`src/sine_cosine_poly_approx_macros.svh`:
```
// Assertion helpers for the sine/cosine unit
`ifndef SINE_COSINE_POLY_APPROX_MACROS_SVH
`define SINE_COSINE_POLY_APPROX_MACROS_SVH

`ifndef NO_ASSERTIONS
// checked property, quiet while reset is asserted
`define SCPA_ASSERT(label, clk, rst_n, prop, msg) \
  label: assert property (@(posedge clk) disable iff (!rst_n) prop) else $error(msg);
// checked property, also watched during reset
`define SCPA_ASSERT_ALWAYS(label, clk, prop, msg) \
  label: assert property (@(posedge clk) prop) else $error(msg);
`else
`define SCPA_ASSERT(label, clk, rst_n, prop, msg)
`define SCPA_ASSERT_ALWAYS(label, clk, prop, msg)
`endif

`endif

```
`src/scpa_pkg.sv`:
```
package scpa_pkg;

  // single-precision constants
  localparam logic [31:0] FP_QNAN     = 32'h7FC0_0000;
  localparam logic [31:0] FP_DEF_NAN  = 32'hFFC0_0000;
  localparam logic [31:0] FP_PI_HALF  = 32'h3FC9_0FDB;
  localparam logic [31:0] FP_INV_PI   = 32'h3EA2_F983;
  localparam logic [31:0] FP_HALF     = 32'h3F00_0000;
  localparam logic [31:0] FP_PI       = 32'h4049_0FDB;
  // 2^31: turn counts at or above this cannot be reduced
  localparam logic [31:0] FP_TURN_LIM = 32'h4F00_0000;

  // coefficient register reset values
  localparam logic [31:0] COEF_CUBIC_RST   = 32'hBE2A_AAAB;
  localparam logic [31:0] COEF_QUINTIC_RST = 32'h3C08_8889;
  localparam logic [31:0] COEF_SEPTIC_RST  = 32'hB950_0D01;
  localparam logic [31:0] COEF_NONIC_RST   = 32'h3638_EF1D;

  // register indexes
  localparam logic [1:0] REG_CUBIC   = 2'd0;
  localparam logic [1:0] REG_QUINTIC = 2'd1;
  localparam logic [1:0] REG_SEPTIC  = 2'd2;
  localparam logic [1:0] REG_NONIC   = 2'd3;

  // NaN with the quiet bit forced
  function automatic logic [31:0] fp_quiet(input logic [31:0] x);
    return x | 32'h0040_0000;
  endfunction

  function automatic logic fp_is_nan(input logic [31:0] x);
    return (&x[30:23]) && (|x[22:0]);
  endfunction

  // leading zeros of a 24-bit significand
  function automatic logic [4:0] lzc24(input logic [23:0] x);
    logic [4:0] n;
    n = 5'd24;
    for (int i = 0; i < 24; i++) begin
      if (x[i]) n = 5'(23 - i);
    end
    return n;
  endfunction

  // leading zeros of a 27-bit sum
  function automatic logic [4:0] lzc27(input logic [26:0] x);
    logic [4:0] n;
    n = 5'd27;
    for (int i = 0; i < 27; i++) begin
      if (x[i]) n = 5'(26 - i);
    end
    return n;
  endfunction

endpackage

```
`src/scpa_fmul.sv`:
```
// Three-stage single-precision multiplier, round to nearest even,
// subnormals kept.
module scpa_fmul (
  input  logic        clk_i,
  input  logic        en_i,
  input  logic [31:0] a_i,
  input  logic [31:0] b_i,
  output logic [31:0] y_o
);
  import scpa_pkg::*;

  // stage 1: unpack and normalise subnormal significands
  logic [23:0] ma, mb;
  logic [4:0]  lza, lzb;
  logic signed [10:0] exa, exb;
  logic        za, zb, ia, ib, sgn;
  logic        spec_d;
  logic [31:0] spec_val_d;

  always_comb begin
    ma = {a_i[30:23] != 8'd0, a_i[22:0]};
    mb = {b_i[30:23] != 8'd0, b_i[22:0]};
    lza = lzc24(ma);
    lzb = lzc24(mb);
    exa = $signed({3'b000, (a_i[30:23] == 8'd0) ? 8'd1 : a_i[30:23]})
          - $signed({6'd0, lza});
    exb = $signed({3'b000, (b_i[30:23] == 8'd0) ? 8'd1 : b_i[30:23]})
          - $signed({6'd0, lzb});
    za = (a_i[30:0] == 31'd0);
    zb = (b_i[30:0] == 31'd0);
    ia = (&a_i[30:23]) && (a_i[22:0] == 23'd0);
    ib = (&b_i[30:23]) && (b_i[22:0] == 23'd0);
    sgn = a_i[31] ^ b_i[31];
    spec_d = 1'b1;
    priority if (fp_is_nan(a_i)) begin
      spec_val_d = fp_quiet(a_i);
    end else if (fp_is_nan(b_i)) begin
      spec_val_d = fp_quiet(b_i);
    end else if ((ia && zb) || (ib && za)) begin
      spec_val_d = FP_DEF_NAN;
    end else if (ia || ib) begin
      spec_val_d = {sgn, 8'hFF, 23'd0};
    end else if (za || zb) begin
      spec_val_d = {sgn, 31'd0};
    end else begin
      spec_d = 1'b0;
      spec_val_d = a_i;
    end
  end

  logic [23:0] s1_ma_q, s1_mb_q;
  logic signed [10:0] s1_e_q;
  logic        s1_sign_q, s1_spec_q;
  logic [31:0] s1_spec_val_q;

  always_ff @(posedge clk_i) begin
    if (en_i) begin
      s1_ma_q       <= ma << lza;
      s1_mb_q       <= mb << lzb;
      s1_e_q        <= exa + exb - 11'sd126;
      s1_sign_q     <= sgn;
      s1_spec_q     <= spec_d;
      s1_spec_val_q <= spec_val_d;
    end
  end

  // stage 2: significand product
  logic [47:0] s2_prod_q;
  logic signed [10:0] s2_e_q;
  logic        s2_sign_q, s2_spec_q;
  logic [31:0] s2_spec_val_q;

  always_ff @(posedge clk_i) begin
    if (en_i) begin
      s2_prod_q     <= s1_ma_q * s1_mb_q;
      s2_e_q        <= s1_e_q;
      s2_sign_q     <= s1_sign_q;
      s2_spec_q     <= s1_spec_q;
      s2_spec_val_q <= s1_spec_val_q;
    end
  end

  // stage 3: normalise, denormalise on underflow, round
  logic [47:0] p, ps;
  logic signed [10:0] er;
  logic [5:0]  sh;
  logic [7:0]  field;
  logic [22:0] frac;
  logic        g, st, rup;
  logic [30:0] rnd;
  logic [31:0] y_d;

  always_comb begin
    if (s2_prod_q[47]) begin
      p = s2_prod_q;
      er = s2_e_q;
    end else begin
      p = s2_prod_q << 1;
      er = s2_e_q - 11'sd1;
    end
    sh = 6'd0;
    ps = p;
    if (er >= 11'sd1) begin
      field = er[7:0];
      frac = p[46:24];
      g = p[23];
      st = |p[22:0];
    end else begin
      sh = (er < -11'sd46) ? 6'd48 : 6'(11'sd1 - er);
      ps = p >> sh;
      field = 8'd0;
      frac = ps[46:24];
      g = ps[23];
      st = (|ps[22:0]) | (|(p & ~({48{1'b1}} << sh)));
    end
    rup = g & (st | frac[0]);
    rnd = {field, frac} + {30'd0, rup};
    if (s2_spec_q) begin
      y_d = s2_spec_val_q;
    end else if (er > 11'sd254) begin
      y_d = {s2_sign_q, 8'hFF, 23'd0};
    end else begin
      y_d = {s2_sign_q, rnd};
    end
  end

  logic [31:0] y_q;
  always_ff @(posedge clk_i) begin
    if (en_i) begin
      y_q <= y_d;
    end
  end
  assign y_o = y_q;

endmodule

```
`config.mk`:
```
export PLATFORM = sky130hd
export DESIGN_NAME = scpa_fmul
export DESIGN_NICKNAME = d
export VERILOG_FILES = /design/src/sine_cosine_poly_approx_macros.svh /design/src/scpa_pkg.sv /design/src/scpa_fmul.sv
export SDC_FILE = /design/constraint.sdc
export NUM_CORES = 2
export LEC_CHECK = 0
export BUFFER_PORTS_ARGS = -buffer_cell sky130_fd_sc_hd__buf_2
export CORE_UTILIZATION = 40
export DETAILED_ROUTE_END_ITERATION = 16
export GPL_TIMING_DRIVEN = 0
export SYNTH_ARGS = -nofsm -noshare
export SYNTH_HDL_FRONTEND = slang
export SYNTH_SLANG_ARGS = --single-unit
```
`constraint.sdc`:
```
create_clock -name clk_i -period 8.9 [get_ports clk_i]
set_input_delay 0.445 -clock clk_i [delete_from_list [all_inputs] [get_ports clk_i]]
set_output_delay 0.445 -clock clk_i [all_outputs]
set_load 0.01 [all_outputs]
```
==> out/metrics.cfg <==
[synthesis]
yosys.area.top_type_share_pct = 27.6
synth-adder-area-share_pct = 34.7
yosys.area.top_type = fa_1
ys_seq_area_share_pct = 18.7
synthesis.area_mm2 = 0.0350
synth_simple_gate_area_share_pct = 17.0
synthMuxAreaShare_pct = 4.56
synth-async-reset-ratio_pct = 0
synth_xor_area_share_pct = 2.20
synth_edf_count = 218
synthTopCellsByArea = fa_1, edfxtp_1, ha_1
syn_inst = 3857
synth.net_count = 4605
synth-seq-cells = 218
synth_compound_area_share_pct = 14.4
yosys_warnings = 0
synth_top_family_by_area = adder cells
synth_ff_type = edfxtp_1
yosysUniqueCellTypes = 109
avgSynthCellArea_um2 = 9.09

[floorplan]
die_h_um = 298
io-pin-count = 98
core_mm2 = 0.0868
start_util_pct = 40.4
die_area_mm2 = 0.0888
die_w_um = 298
core.rowCount = 108

[timing]
fin_setup_tns_ps = 0
setup_violations = 0
max_freq_mhz = 117
drv_slew = 0
finalHoldViolations = 0
max_slew_margin_pct = 1.98
fin_crit_ps = 8570
tightest_slew_ps = 1430
finClkSkew_ps = 35.4
layout_setup_ws_ps = 329
fin_crit_sh_pct = 96.3
grt_setup_unrepaired = false

[clocking]
cts_tree = yes
hold_buffers = 0
cts_root_buf = clkbuf_16
cts_buffer_depth = 3
cts_buffers = 25
clock_sinks = 218
clk_latency_ps = 570
htree_levels = 1
clk_pin_slew_ps = 60

[critical_path]
endpoint_kind = register
crit_type = reg -> reg
worst_path_max_delay_cell = clkbuf_1
path_max_fanout = 10
cp.required_ps = 9200
crit_top_cell = fa_1
slowest_delay_ps = 610
arrival_ps = 8870
cp-start-kind = register

[hold_path]
hp-class = in -> reg

[global_route]
grt_usage_pct = 29.5
gr-total-overflow = 0
grt_pass1_wl_mm = 196
grt_max_degree = 117
first_global_vias = 29900
antenna_found_initial = 3

[placed_design]
hpwl_mm = 107
gp_congestion = 1.03
place_ws_ps = -263
io_buffers = 94

[run]
drv_cap = 0

[finish]
layout-drive-gt1-share_pct = 8.19
multiInputGateArea_mm2 = 0.0256
layout_common_cells = nand2_1, inv_1, fa_1
final_common_cell = nand2_1
register_area_mm2 = 0.00655
area_growth_pct = 8.51
finalCoreUtilization_pct = 43.8
fillers = 8668
fin_nets = 4737

[detailed_routing]
wl_per_cell_um = 25.6
drt_pass1_iterations = 8
drtIter0Drc = 3004
vias_per_cell = 5.88
vias = 30400
ant_nets = 0
drc = 0
drt-total-wl_mm = 132

[run_status]
status = finished clean

==> timing repair <==
action	CTS	global route
resized for setup	5	73
pin swaps	0	0
buffers inserted	0	10
endpoints found under the setup margin	3	17
==> layer usage <==
| layer | vias to the layer above | routed length (um) | GRT usage, % |
|---|---|---|---|
| li1 | 13300 | - | - |
| met2 | 1594 | 58200 | 45.7 |
| met4 | 0 | 6730 | 12.6 |
| met5 | - | 0 | 0 |
| met1 | 15100 | 54800 | 40.5 |
| met3 | 334 | 12400 | 5.32 |
==> kinds of logic after synthesis <==
group,count (synthesis)
xor gates and xnor gates,87
DFF,218
and+or+nand+nor,1260
buffers and inverters,755
muxes,140
adders and majority gates,683
AOI/OAI and AO/OA,713
other,1
==> metrics by stage <==
step	hold slack (ps)	std cells	instance area (um2)
floorplan	400	3857	35000
global placement	401	5106	37000
detailed placement	405	5107	37000
CTS	247	5151	37900
global route	259	5162	38000
finish	275	5163	38000
==> Yosys cell counts, types with 23 or more instances <==
master	instances
a211oi_1	27
a21o_1	23
a21oi_1	150
a22o_1	24
a31oi_1	49
and2_1	208
buf_2	23
clkbuf_1	170
edfxtp_1	218
fa_1	483
ha_1	199
inv_1	537
mux2_2	27
mux2i_1	100
nand2_1	580
nand3_1	82
nor2_1	167
nor3_1	61
nor4_1	26
o211ai_1	30
o21ai_0	119
o21bai_1	23
o22ai_1	27
xnor2_1	62
xor2_1	24
==> state kept, by name (all words and copies together), names as in the netlist <==
signal	count
s2_prod_q	48
s1_spec_val_q	32
s2_spec_val_q	32
y_o	32
s1_ma_q	24
s1_mb_q	24
s1_e_q	11
s2_e_q	11
s1_sign_q	1
s1_spec_q	1
s2_sign_q	1
s2_spec_q	1
==> final timing paths <==
kind,from,to,slack [ps],cells after the start
worst max-delay path,s1_ma_q[12],s2_prod_q[47],330,25
worst min-delay path,a_i[31],s1_sign_q,270,2
worst max register to register,s1_ma_q[12],s2_prod_q[47],330,25
worst min register to register,s1_spec_val_q[14],s2_spec_val_q[14],410,0
==> final cells by class <==
| type | instances | area share, % |
|---|---|---|
| Inverter | 538 | 5.31 |
| Tap cell | 1155 | 3.80 |
| Multi-Input combinational cell | 2884 | 67.2 |
| Antenna cell | 2 | 0.0132 |
| Clock buffer | 28 | 1.67 |
| Sequential cell | 218 | 17.2 |
| Buffer | 217 | 2.57 |
| Clock inverter | 16 | 0.615 |
| Timing Repair Buffer | 105 | 1.57 |
==> worst max-delay path: cells and delay by family (launching register included) <==
kind,cells,cell delay [ps]
adder cells (fa/ha/maj),8,3960
AO/OA/AOI/OAI,9,2390
buffers and inverters,4,760
AND/OR/NAND/NOR,3,550
flip-flops,1,520
XOR/XNOR,1,120
Power is not shown: default switching activity piles up to over one toggle a cycle in this logic, so the estimate is an artifact.
