## src/sine_cosine_poly_approx_macros.svh

```systemverilog
// Assertion helpers for the sine/cosine unit
`ifndef SINE_COSINE_POLY_APPROX_MACROS_SVH
`define SINE_COSINE_POLY_APPROX_MACROS_SVH

`ifndef NO_ASSERTIONS
// checked property, quiet while reset is asserted
`define SCPA_ASSERT(label, clk, rst_n, prop, msg) \
  label: assert property (@(posedge clk) disable iff (!rst_n) prop) else $error(msg);
// checked property, also watched during reset
`define SCPA_ASSERT_ALWAYS(label, clk, prop, msg) \
  label: assert property (@(posedge clk) prop) else $error(msg);
`else
`define SCPA_ASSERT(label, clk, rst_n, prop, msg)
`define SCPA_ASSERT_ALWAYS(label, clk, prop, msg)
`endif

`endif

```

## src/scpa_pkg.sv

```systemverilog
package scpa_pkg;

  // single-precision constants
  localparam logic [31:0] FP_QNAN     = 32'h7FC0_0000;
  localparam logic [31:0] FP_DEF_NAN  = 32'hFFC0_0000;
  localparam logic [31:0] FP_PI_HALF  = 32'h3FC9_0FDB;
  localparam logic [31:0] FP_INV_PI   = 32'h3EA2_F983;
  localparam logic [31:0] FP_HALF     = 32'h3F00_0000;
  localparam logic [31:0] FP_PI       = 32'h4049_0FDB;
  // 2^31: turn counts at or above this cannot be reduced
  localparam logic [31:0] FP_TURN_LIM = 32'h4F00_0000;

  // coefficient register reset values
  localparam logic [31:0] COEF_CUBIC_RST   = 32'hBE2A_AAAB;
  localparam logic [31:0] COEF_QUINTIC_RST = 32'h3C08_8889;
  localparam logic [31:0] COEF_SEPTIC_RST  = 32'hB950_0D01;
  localparam logic [31:0] COEF_NONIC_RST   = 32'h3638_EF1D;

  // register indexes
  localparam logic [1:0] REG_CUBIC   = 2'd0;
  localparam logic [1:0] REG_QUINTIC = 2'd1;
  localparam logic [1:0] REG_SEPTIC  = 2'd2;
  localparam logic [1:0] REG_NONIC   = 2'd3;

  // NaN with the quiet bit forced
  function automatic logic [31:0] fp_quiet(input logic [31:0] x);
    return x | 32'h0040_0000;
  endfunction

  function automatic logic fp_is_nan(input logic [31:0] x);
    return (&x[30:23]) && (|x[22:0]);
  endfunction

  // leading zeros of a 24-bit significand
  function automatic logic [4:0] lzc24(input logic [23:0] x);
    logic [4:0] n;
    n = 5'd24;
    for (int i = 0; i < 24; i++) begin
      if (x[i]) n = 5'(23 - i);
    end
    return n;
  endfunction

  // leading zeros of a 27-bit sum
  function automatic logic [4:0] lzc27(input logic [26:0] x);
    logic [4:0] n;
    n = 5'd27;
    for (int i = 0; i < 27; i++) begin
      if (x[i]) n = 5'(26 - i);
    end
    return n;
  endfunction

endpackage

```

## src/scpa_fadd.sv

```systemverilog
// Three-stage single-precision adder, round to nearest even, subnormals kept.
// sub_i negates b after the NaN check.
module scpa_fadd (
  input  logic        clk_i,
  input  logic        en_i,
  input  logic [31:0] a_i,
  input  logic [31:0] b_i,
  input  logic        sub_i,
  output logic [31:0] y_o
);
  import scpa_pkg::*;

  // stage 1: unpack, order by magnitude, align
  logic        bs;
  logic [7:0]  ea, eb, eh, el;
  logic [23:0] ma, mb, mh, ml;
  logic        sh_sign, swap;
  logic [7:0]  d;
  logic [26:0] sm_full, sm_al;
  logic        spec_d;
  logic [31:0] spec_val_d;

  always_comb begin
    bs = b_i[31] ^ sub_i;
    ea = (a_i[30:23] == 8'd0) ? 8'd1 : a_i[30:23];
    eb = (b_i[30:23] == 8'd0) ? 8'd1 : b_i[30:23];
    ma = {a_i[30:23] != 8'd0, a_i[22:0]};
    mb = {b_i[30:23] != 8'd0, b_i[22:0]};
    swap = {eb, mb} > {ea, ma};
    eh = swap ? eb : ea;
    el = swap ? ea : eb;
    mh = swap ? mb : ma;
    ml = swap ? ma : mb;
    sh_sign = swap ? bs : a_i[31];
    d = eh - el;
    sm_full = {ml, 3'b000};
    if (d > 8'd26) begin
      sm_al = {26'd0, |sm_full};
    end else begin
      sm_al = (sm_full >> d[4:0]) |
              {26'd0, |(sm_full & ~({27{1'b1}} << d[4:0]))};
    end
    // operands that bypass the arithmetic
    spec_d = 1'b1;
    priority if (fp_is_nan(a_i)) begin
      spec_val_d = fp_quiet(a_i);
    end else if (fp_is_nan(b_i)) begin
      spec_val_d = fp_quiet(b_i);
    end else if ((&a_i[30:23]) && (&b_i[30:23]) && (a_i[31] != bs)) begin
      spec_val_d = FP_DEF_NAN;
    end else if (&a_i[30:23]) begin
      spec_val_d = a_i;
    end else if (&b_i[30:23]) begin
      spec_val_d = {bs, b_i[30:0]};
    end else begin
      spec_d = 1'b0;
      spec_val_d = a_i;
    end
  end

  logic [26:0] s1_big_q, s1_sm_q;
  logic [7:0]  s1_e_q;
  logic        s1_sign_q, s1_sub_q, s1_spec_q;
  logic [31:0] s1_spec_val_q;

  always_ff @(posedge clk_i) begin
    if (en_i) begin
      s1_big_q      <= {mh, 3'b000};
      s1_sm_q       <= sm_al;
      s1_e_q        <= eh;
      s1_sign_q     <= sh_sign;
      s1_sub_q      <= a_i[31] ^ bs;
      s1_spec_q     <= spec_d;
      s1_spec_val_q <= spec_val_d;
    end
  end

  // stage 2: add or subtract, count leading zeros
  logic [27:0] sum_d;
  assign sum_d = s1_sub_q ? ({1'b0, s1_big_q} - {1'b0, s1_sm_q})
                          : ({1'b0, s1_big_q} + {1'b0, s1_sm_q});

  logic [27:0] s2_sum_q;
  logic [4:0]  s2_lz_q;
  logic [7:0]  s2_e_q;
  logic        s2_sign_q, s2_sub_q, s2_spec_q;
  logic [31:0] s2_spec_val_q;

  always_ff @(posedge clk_i) begin
    if (en_i) begin
      s2_sum_q      <= sum_d;
      s2_lz_q       <= lzc27(sum_d[26:0]);
      s2_e_q        <= s1_e_q;
      s2_sign_q     <= s1_sign_q;
      s2_sub_q      <= s1_sub_q;
      s2_spec_q     <= s1_spec_q;
      s2_spec_val_q <= s1_spec_val_q;
    end
  end

  // stage 3: normalise and round
  logic [26:0] nrm;
  logic [8:0]  e_n;
  logic [7:0]  max_sh, shamt;
  logic [7:0]  field;
  logic        g, st, rup, sign_r;
  logic [30:0] rnd;
  logic [31:0] y_d;

  always_comb begin
    max_sh = s2_e_q - 8'd1;
    shamt = 8'd0;
    if (s2_sum_q[27]) begin
      nrm = {s2_sum_q[27:2], s2_sum_q[1] | s2_sum_q[0]};
      e_n = {1'b0, s2_e_q} + 9'd1;
    end else begin
      shamt = ({3'b000, s2_lz_q} < max_sh) ? {3'b000, s2_lz_q} : max_sh;
      nrm = s2_sum_q[26:0] << shamt[4:0];
      e_n = {1'b0, s2_e_q} - {1'b0, shamt};
    end
    field = nrm[26] ? e_n[7:0] : 8'd0;
    g = nrm[2];
    st = nrm[1] | nrm[0];
    rup = g & (st | nrm[3]);
    rnd = {field, nrm[25:3]} + {30'd0, rup};
    sign_r = (s2_sum_q == 28'd0 && s2_sub_q) ? 1'b0 : s2_sign_q;
    if (s2_spec_q) begin
      y_d = s2_spec_val_q;
    end else if (e_n >= 9'd255) begin
      y_d = {sign_r, 8'hFF, 23'd0};
    end else begin
      y_d = {sign_r, rnd};
    end
  end

  logic [31:0] y_q;
  always_ff @(posedge clk_i) begin
    if (en_i) begin
      y_q <= y_d;
    end
  end
  assign y_o = y_q;

endmodule

```

## config.mk

```make
export PLATFORM = sky130hd
export DESIGN_NAME = scpa_fadd
export DESIGN_NICKNAME = d
export VERILOG_FILES = /design/src/sine_cosine_poly_approx_macros.svh /design/src/scpa_pkg.sv /design/src/scpa_fadd.sv
export SDC_FILE = /design/constraint.sdc
export NUM_CORES = 1
export LEC_CHECK = 0
export ABC_CLOCK_PERIOD_IN_PS = 12250
export BUFFER_PORTS_ARGS = -buffer_cell sky130_fd_sc_hd__clkbuf_2
export CAP_MARGIN = 20
export CORE_MARGIN = 3
export CORE_UTILIZATION = 58
export DETAILED_ROUTE_END_ITERATION = 12
export PLACE_DENSITY = 0.84
export SYNTH_ARGS = -nofsm -noshare
export SYNTH_HDL_FRONTEND = slang
export SYNTH_SLANG_ARGS = --single-unit
```

## constraint.sdc

```tcl
create_clock -name clk_i -period 12.25 [get_ports clk_i]
set_input_delay 2.45 -clock clk_i [delete_from_list [all_inputs] [get_ports clk_i]]
set_output_delay 2.45 -clock clk_i [all_outputs]
set_load 0.1 [all_outputs]
```

==> results.yml <==
pwr:
  p_leak_nw: 7.53
  cellPowerDensity_mw_per_mm2: 166
  vdd_drop_max_v: 0.000109
cts:
  clk_path_buf_depth: 3
  cts_buffers: 22
  cts_tree: "done"
  postCtsResizedCells: 0
  clk_pin_slew_ps: 60
  cts_max_level: 1
  post-cts-setup-buffers: 0
  cts_root_buffer: "clkbuf_16"
  cts_hold_buffers: 0
  insertion_delay_ps: 500
  clock_sinks: 202
yosys:
  yosysUniqueCellTypes: 103
  synth_common_cells: "edfxtp_1, nand2_1, inv_1"
  syn_avg_cell_area_um2: 9.32
  synth_edf_count: 202
  synth_compound_area_share_pct: 22.2
  synth.area.top_cells: "edfxtp_1, ha_1, mux2i_1"
  yosysMostFrequentCell: "edfxtp_1"
  synthArstFlopShare_pct: 0
  synth_top_family_by_area: "compound AO/OA/AOI/OAI gates"
  post-synth-top-area-cell: "edfxtp_1"
  synthSimpleGateAreaFrac_pct: 16.4
  synth_fp_nets: 2038
  yosysSeqAreaShare_pct: 34.8
  synth_top_cell_area_share_pct: 34.8
  ys.flop_type: "edfxtp_1"
  synthMuxAreaShare_pct: 10.3
  syn-instance-count: 1872
  synth-seq-cells: 202
  syn_area_mm2: 0.0174
  synth_fa_ha_area_share_pct: 7.24
  synth_warnings: 0
  synth_xor_area_share_pct: 3.31
drt:
  first_iter_violations: 1852
  drt_wl_total_mm: 56.3
  drtAntennaViolNets: 0
  detail_route.drc_violations: 0
  vias: 15900
  viasPerCell: 6.87
  dr.pass1.iters: 7
  routedWlPerCell_um: 24.4
global_route:
  grt_usage_pct: 33.3
  grt_pass1_wl_mm: 86.2
  grt-ovfl-total: 0
  grt_max_degree: 105
  grt_pass1_vias: 15000
  grt_antenna_before_repair: 1
finish:
  num-fill-cells: 2385
  syn_to_final_growth_pct: 8.01
  nNetsFinal: 2081
  drive_above_1_share_pct: 13.9
  fin_area_mm2: 0.0188
  antennaDiodeCount: 0
setup_path:
  critPathKind: "in2reg"
  end_kind: "flop"
  crit_path_start_kind: "input port"
  crit_chain: "clkbuf_2 -> or4_1 -> o41ai_1 -> ha_1 -> buf_4 -> nand2_1 -> nor3_1 -> a21oi_1 -> nand3_1 -> o21ai_4 -> mux2_2 -> ha_1 -> buf_4 -> inv_1 -> mux4_2 -> or3b_2 -> a31oi_1 -> nor4b_1 -> a31oi_1"
  rrSetupSlack_ps: 4060
  r2r-start: "s2_e_q[0]"
  regToRegEndpoint: "y_o[29]"
  ff2ff_path_depth: 27
  critical-path-slowest-cell: "o21ai_4"
  critPathMaxFanout: 34
  worstPathRequired_ps: 12470
  critical-path-max-stage-delay_ps: 710
  worstPathArrival_ps: 8950
die:
  io_pins: 99
  initial_core_util_pct: 59.8
  dieWidth_um: 179
  fp-row-count: 62
  die_area_mm2: 0.0322
  core_mm2: 0.0292
  chipHeight_um: 179
sta:
  clock_skew_ps: 15.4
  timing.setup.tns_ps: 0
  hold_violations: 0
  drv_slew: 0
  fin_crit_sh_pct: 71.3
  fmax_mhz: 114
  whs_ps: 415
  post-route-min-period_ps: 8730
  setup_violations: 0
  relSlewSlack_pct: 22.6
  rsz0062_at_grt: "no"
  worst_pin_slew_ps: 1150
  setup_slack_ps: 3520
run_status:
  outcome: "completed"
placed_design:
  gp_congestion: 1.03
  hpwl_mm: 42.6
  port_buffers: 98
  place_area_mm2: 0.0182
  dp_slack_ps: 3110
hold_path:
  whs_path_depth: 0
  hold_class: "reg2reg"
  hold_path_end: "s2_spec_val_q[26]"
  hold_start: "s1_spec_val_q[26]"
flow_run:
  cap_violations: 0
## flip-flops by register name, summed over array words and instances, names as in the netlist
register       cells
s1_big_q          24
s1_e_q             8
s1_sign_q          1
s1_sm_q           27
s1_spec_q          1
s1_spec_val_q     32
s1_sub_q           1
s2_e_q             8
s2_lz_q            5
s2_sign_q          1
s2_spec_q          1
s2_spec_val_q     32
s2_sub_q           1
s2_sum_q          28
y_o               32
## critical path, delay by kind of cell
kind,cells,cell delay (ps)
fa+ha+maj,2,610
compound gates,5,1790
simple gates,6,1730
mux,2,1060
buf+inv,4,1280
## layer usage
metal  vias up  global-route usage, %  share of wire [%]
li1       7224                      -                  -
met1      7573                   43.4                 39
met2       909                   55.8                 48
met3       164                   4.71                8.6
met4         2                   14.3                4.5
met5         -                      0              0.023
## how the worst max path moves through the flow
stage	start	to	slack, ps	depth (start not counted)
6_report	b_i[26]	s1_sm_q[0]	3520	19
5_1_grt	b_i[26]	s1_sm_q[0]	3010	21
2_1_floorplan	b_i[26]	s1_sm_q[0]	4460	24
3_3_place_gp	b_i[26]	s1_sm_q[0]	3290	19
3_5_place_dp	b_i[26]	s1_sm_q[0]	3110	19
4_1_cts	b_i[26]	s1_sm_q[0]	3640	19
## through the flow
step | total power, W | instances | util [%]
after CTS | 0.00308 | 2310 | 64.5
after floorplan | 0.00206 | 1872 | -
after detailed placement | 0.00247 | 2274 | 62.2
after global placement | 0.00245 | 2272 | 62.2
after global routing | 0.00327 | 2311 | 64.6
final | 0.00312 | 2311 | 64.6
## cell usage in the layout (no fill, tap or decap), types with 42 or more instances in the layout
master	Yosys	final
xnor2_1	44	42
nor2_1	102	102
mux2_2	42	42
nor3_1	47	47
ha_1	97	97
a21oi_1	98	98
inv_1	132	132
nand2_1	200	200
o21ai_0	77	77
mux2i_1	111	111
edfxtp_1	202	202
clkbuf_2	0	97
## area by class of cell
type,count,area (um^2),share of cell area (%)
inverters,135,509,2.70
repair buffers,126,731,3.88
well taps,384,480,2.55
flip-flops and latches,202,6070,32.2
multi-input cells,1428,10400,55.2
clock inverters,11,93.8,0.498
clock buffers,25,562,2.98
## report_power, final
| group | internal [W] | switching, W | total [W] |
|---|---|---|---|
| Clock | 0.000349 | 0.000262 | 0.000611 |
| Combinational | 0.000513 | 0.00103 | 0.00154 |
| Sequential | 0.000879 | 0.0000874 | 0.000966 |
| Total | 0.00174 | 0.00138 | 0.00312 |
## cells by family (layout without fill, tap and decap cells)
logic type	Yosys count	in the layout
simple gates	572	572
buf+inv	242	297
mux	163	163
flops	202	202
fa+ha+maj	100	100
compound gates	527	527
xor+xnor	66	66
No activity file was read; power rests on OpenSTA's default activity.
